<file path="config.mk">
export PLATFORM = sky130hd
export DESIGN_NAME = cpos_div_cell
export DESIGN_NICKNAME = d
export VERILOG_FILES = /design/src/hw/rtl/cpos_pkg.sv /design/src/hw/rtl/cpos_div_cell.sv
export SDC_FILE = /design/constraint.sdc
export NUM_CORES = 1
export LEC_CHECK = 0
export BUFFER_PORTS_ARGS = -buffer_cell sky130_fd_sc_hd__buf_2
export CORE_AREA = 2 2 234 236
export DETAILED_ROUTE_END_ITERATION = 10
export DIE_AREA = 0 0 236 238
export GPL_ROUTABILITY_DRIVEN = 1
export SETUP_SLACK_MARGIN = 0.15
export SLEW_MARGIN = 20
export SYNTH_ARGS = -nofsm -noshare
export SYNTH_HDL_FRONTEND = slang
export SYNTH_SLANG_ARGS = --single-unit
</file>
<file path="constraint.sdc">
create_clock -name i_clk -period 3 [get_ports i_clk]
set_input_delay 0.15 -clock i_clk [delete_from_list [all_inputs] [get_ports i_clk]]
set_output_delay 0.15 -clock i_clk [all_outputs]
set_load 0.02 [all_outputs]
</file>
<file path="src/hw/rtl/cpos_pkg.sv">
// Shared widths, clamp codes and the divider item type for the closest point block.
// Used by every module of the block; depends on nothing.
`default_nettype none

package cpos_pkg;

    localparam int COORD_W = 32;
    localparam int DIFF_W  = COORD_W + 1;
    localparam int MAG_W   = COORD_W;
    localparam int PROD_W  = 2 * DIFF_W;
    localparam int DOT_W   = PROD_W + 1;
    localparam int QUO_W   = 32;
    localparam int SCL_W   = MAG_W + QUO_W;
    localparam int PIPE_LATENCY = QUO_W + 5;

    localparam logic [SCL_W:0] ROUND_HALF = (SCL_W + 1)'(1) << (QUO_W - 1);

    typedef enum logic [1:0] {
        CLAMP_NONE  = 2'd0,
        CLAMP_START = 2'd1,
        CLAMP_END   = 2'd2
    } t_clamp;

    typedef struct packed {
        logic                      valid;
        t_clamp                    code;
        logic signed [COORD_W-1:0] base_x;
        logic signed [COORD_W-1:0] base_y;
        logic signed [DIFF_W-1:0]  dir_x;
        logic signed [DIFF_W-1:0]  dir_y;
        logic [DOT_W-1:0]          rem;
        logic [DOT_W-1:0]          dvs;
        logic [QUO_W-1:0]          quo;
    } t_div_item;

endpackage

`default_nettype wire

</file>
<file path="src/hw/rtl/cpos_div_cell.sv">
// One cell of the restoring divider chain: produces one quotient bit per item.
// Depends on cpos_pkg; instanced once per fraction bit by the top level.
`default_nettype none

module cpos_div_cell (
    input  wire logic                 i_clk,
    input  wire logic                 i_rst_n,
    input  wire cpos_pkg::t_div_item  i_item,
    output cpos_pkg::t_div_item       o_item
);
    import cpos_pkg::*;

    logic [DOT_W-1:0] w_shifted;
    logic [DOT_W:0]   w_trial;
    logic             w_take;
    t_div_item        r_item, n_item;

    always_comb begin
        w_shifted = {i_item.rem[DOT_W-2:0], 1'b0};
        w_trial   = {1'b0, w_shifted} - {1'b0, i_item.dvs};
        w_take    = ~w_trial[DOT_W];
        n_item     = i_item;
        n_item.rem = w_take ? w_trial[DOT_W-1:0] : w_shifted;
        n_item.quo = {i_item.quo[QUO_W-2:0], w_take};
    end

    always_ff @(posedge i_clk) begin
        r_item <= n_item;
        if (!i_rst_n) begin
            r_item.valid <= 1'b0;
        end
    end

    assign o_item = r_item;

endmodule

`default_nettype wire

</file>
==> results.sh <==
export IMPL_outcome="finished, final reports clean"
export IMPL_drv_cap=0
export IMPL_synth_fp_nets=1494
export IMPL_synth_area_leaders="dfxtp_1 54%, ha_1 7.5%, nand2_1 4.4%, o21ai_0 3.9%, a21oi_1 3.7%"
export IMPL_finalWorstSetupSlack_ns=0.191
export IMPL_finalHoldViolCount=0
export IMPL_antenna_found_initial=15
export IMPL_numCtsBuffers=38
export IMPL_drc=0
export IMPL_grt_max_degree=43
export IMPL_setup_viol_count_final=0
export IMPL_avgSynthCellArea_um2=9.81
export IMPL_syn_area_um2=11000
export IMPL_ios=600
export IMPL_pre_cts_ws_ns=-0.732
export IMPL_route_top_layer_used="met5"
export IMPL_max_freq_ghz=0.356
export IMPL_cts_sinks=299
export IMPL_async_flop_share=0
export IMPL_placed_area_um2=15600
export IMPL_cpPeakStageDelay_ns=0.43
export IMPL_vias=12200
export IMPL_nets=2503
export IMPL_grt_pass1_wl_um=85100
export IMPL_yosys_warnings=0
export IMPL_crit_slowest_cell="ha_2"
export IMPL_start_kind="input pin"
export IMPL_die_w_um=236
export IMPL_via_per_inst=4.25
export IMPL_cp_startpoint="i_item[42]"
export IMPL_p_total_mw=12.2
export IMPL_cts_tree="done"
export IMPL_max_slew_worst_pin_slew_ns=0.554
export IMPL_dieHeight_um=238
export IMPL_required_ns=3.46
export IMPL_postRouteAntennaNets=0
export IMPL_wl_um=60400
export IMPL_setup_tns_ns=0
export IMPL_clock_tree_root_cell="clkbuf_16"
export IMPL_rsz0062_at_grt="true"
export IMPL_yosys_area_top_type="dfxtp_1"
export IMPL_first_pass_iters=6
export IMPL_drive_gt1_frac=0.374
export IMPL_rows=85
export IMPL_powerDensity_nw_per_um2=609
export IMPL_synth_top_area_share=0.542
export IMPL_synth_edff_count=0
export IMPL_cts_htree_levels=2
export IMPL_grt_pass1_vias=12900
export IMPL_ys_flop_type="dfxtp_1"
export IMPL_wire_per_inst_um=21.1
export IMPL_largest_reg_flops=299
export IMPL_grt_total_usage=0.206
export IMPL_port_buffers=597
export IMPL_relSlewSlack=0.628
export IMPL_path_class="in -> reg"
export IMPL_crit_chain="buf_2, inv_1, ha_2, and4_1, a21oi_1, o211ai_1, o2111ai_1, and4b_4, o311ai_4, nand4_1, buf_4, o21a_4, buf_12, o21ai_0"
export IMPL_path_clk_slew_ns=0.06
export IMPL_start_util=0.206
export IMPL_hold_slack_ns=0.0197
export IMPL_hp_start="i_item[99]"
export IMPL_arrival_ns=3.27
export IMPL_fin_crit_sh=0.936
export IMPL_endpoint_kind="flip-flop"
export IMPL_wl_met2_um=30500
export IMPL_ys_seq_area_frac=0.542
export IMPL_peakVddDrop_v=0.000405
export IMPL_crit_fanout=42
export IMPL_gp_congestion=0.875
export IMPL_cts_max_path_buffers=3
export IMPL_gr_total_overflow=0
export IMPL_period_needed_ns=2.81
export IMPL_synth_seq_cells=299
export IMPL_m1WireLength_um=23800
export IMPL_design_area_um2=20000
export IMPL_core_um2=53500
export IMPL_drt_iter0_markers=378
export IMPL_hold_class="in -> reg"
export IMPL_dp_hpwl_um=48700
export IMPL_drv_slew=0
export IMPL_netlist_instances=1126
export IMPL_synth_cell_type_count=65
export IMPL_p_leak_nw=9.78
export IMPL_wl_met3_um=3500
export IMPL_dieArea_um2=56200
export IMPL_area_growth_pct=81.5
-- repair_timing --
action	4_1_cts	5_1_grt
buffers inserted	2	3
endpoints found under the hold margin	298	1
endpoints found under the setup margin	67	67
hold buffers	298	1
resized for setup	4	12
pin swaps	2	2
cloned	0	1
-- cell families after synthesis --
family / share of synthesized area
adder cells (fa/ha/maj): 0.0766
XOR/XNOR: 0.0484
buffers and inverters: 0.0472
flip-flops: 0.542
AND/OR/NAND/NOR: 0.103
multiplexers: 0.00102
AO/OA/AOI/OAI: 0.182
-- power breakdown --
group / internal (mW) / switching, mW
Combinational: 1.25 / 1.66
Clock: 2.94 / 1.94
Sequential: 4.31 / 0.104
-- metal layers --
layer / GRT usage / vias up
met2: 0.379 / 450
met3: 0.0489 / 99
met5: 0 / -
met1: 0.228 / 5727
met4: 0.0795 / 10
li1: - / 5905
-- final timing paths --
kind	cells after the start	slack, ns	end
min	3	0.02	o_item[100]
max	14	0.19	o_item[130]
-- final cells by class --
class | count | area, um^2
inverter | 86 | 323
clock buffer | 52 | 1090
timing repair buffer | 1013 | 6900
tap | 696 | 871
fill | 5439 | 33400
clock inverter | 17 | 241
sequential | 299 | 5990
multi-input combinational | 697 | 4620
antenna | 6 | 15.0
-- Yosys cell counts, types with 4 or more instances --
cell      instances
o21a_1           13
a211o_1           4
o21bai_1         23
ha_1             66
a21o_1           31
nand2_1         130
o211ai_1          5
xor2_1           27
clkbuf_1         31
o21ai_1           9
inv_1            86
nor2b_1           5
or2_2             4
nand3_1           9
and2_1            5
xnor2_1          34
o31ai_1           7
a211oi_1          4
dfxtp_1         299
and3_1            6
nor3_1           10
nand4_1          22
o21ai_0          87
and4_1            4
a31oi_1           9
nor2_1           43
buf_2            12
a21oi_1          81
nand2b_1          4
-- stage by stage --
stage                     utilization  instances
final                           0.375       2866
after global routing            0.375       2865
after CTS                       0.373       2855
after detailed placement        0.291       2486
after global placement          0.291       2486
after floorplan                     -       1126
-- layout by cell type, fill, tap and decap left out, types with 7 or more instances in the layout --
cell type      synthesis  routed
o21ai_1                9      11
clkbuf_16              0      38
o21a_1                13      12
a21o_1                31      31
nand4_1               22      22
buf_2                 12     597
o21bai_1              23      23
o21ai_0               87      85
nand3_1                9       9
buf_4                  0     114
dfxtp_1              299     299
inv_1                 86      86
xnor2_1               34      34
nor3_1                10      10
nor2_1                43      42
ha_1                  66      62
a21oi_1               81      80
a31oi_1                9       9
o31ai_1                7       7
dlygate4sd3_1          0     299
xor2_1                27      27
clkbuf_8               0       9
nand2_1              130     130
-- worst max-delay path: cells and delay by family --
kind	cells	cell delay, ns
AOI/OAI and AO/OA	6	1.45
and+or+nand+nor	3	0.69
buffers and inverters	4	0.48
adders and majority gates	1	0.43
(Power assumes the default switching activity.)
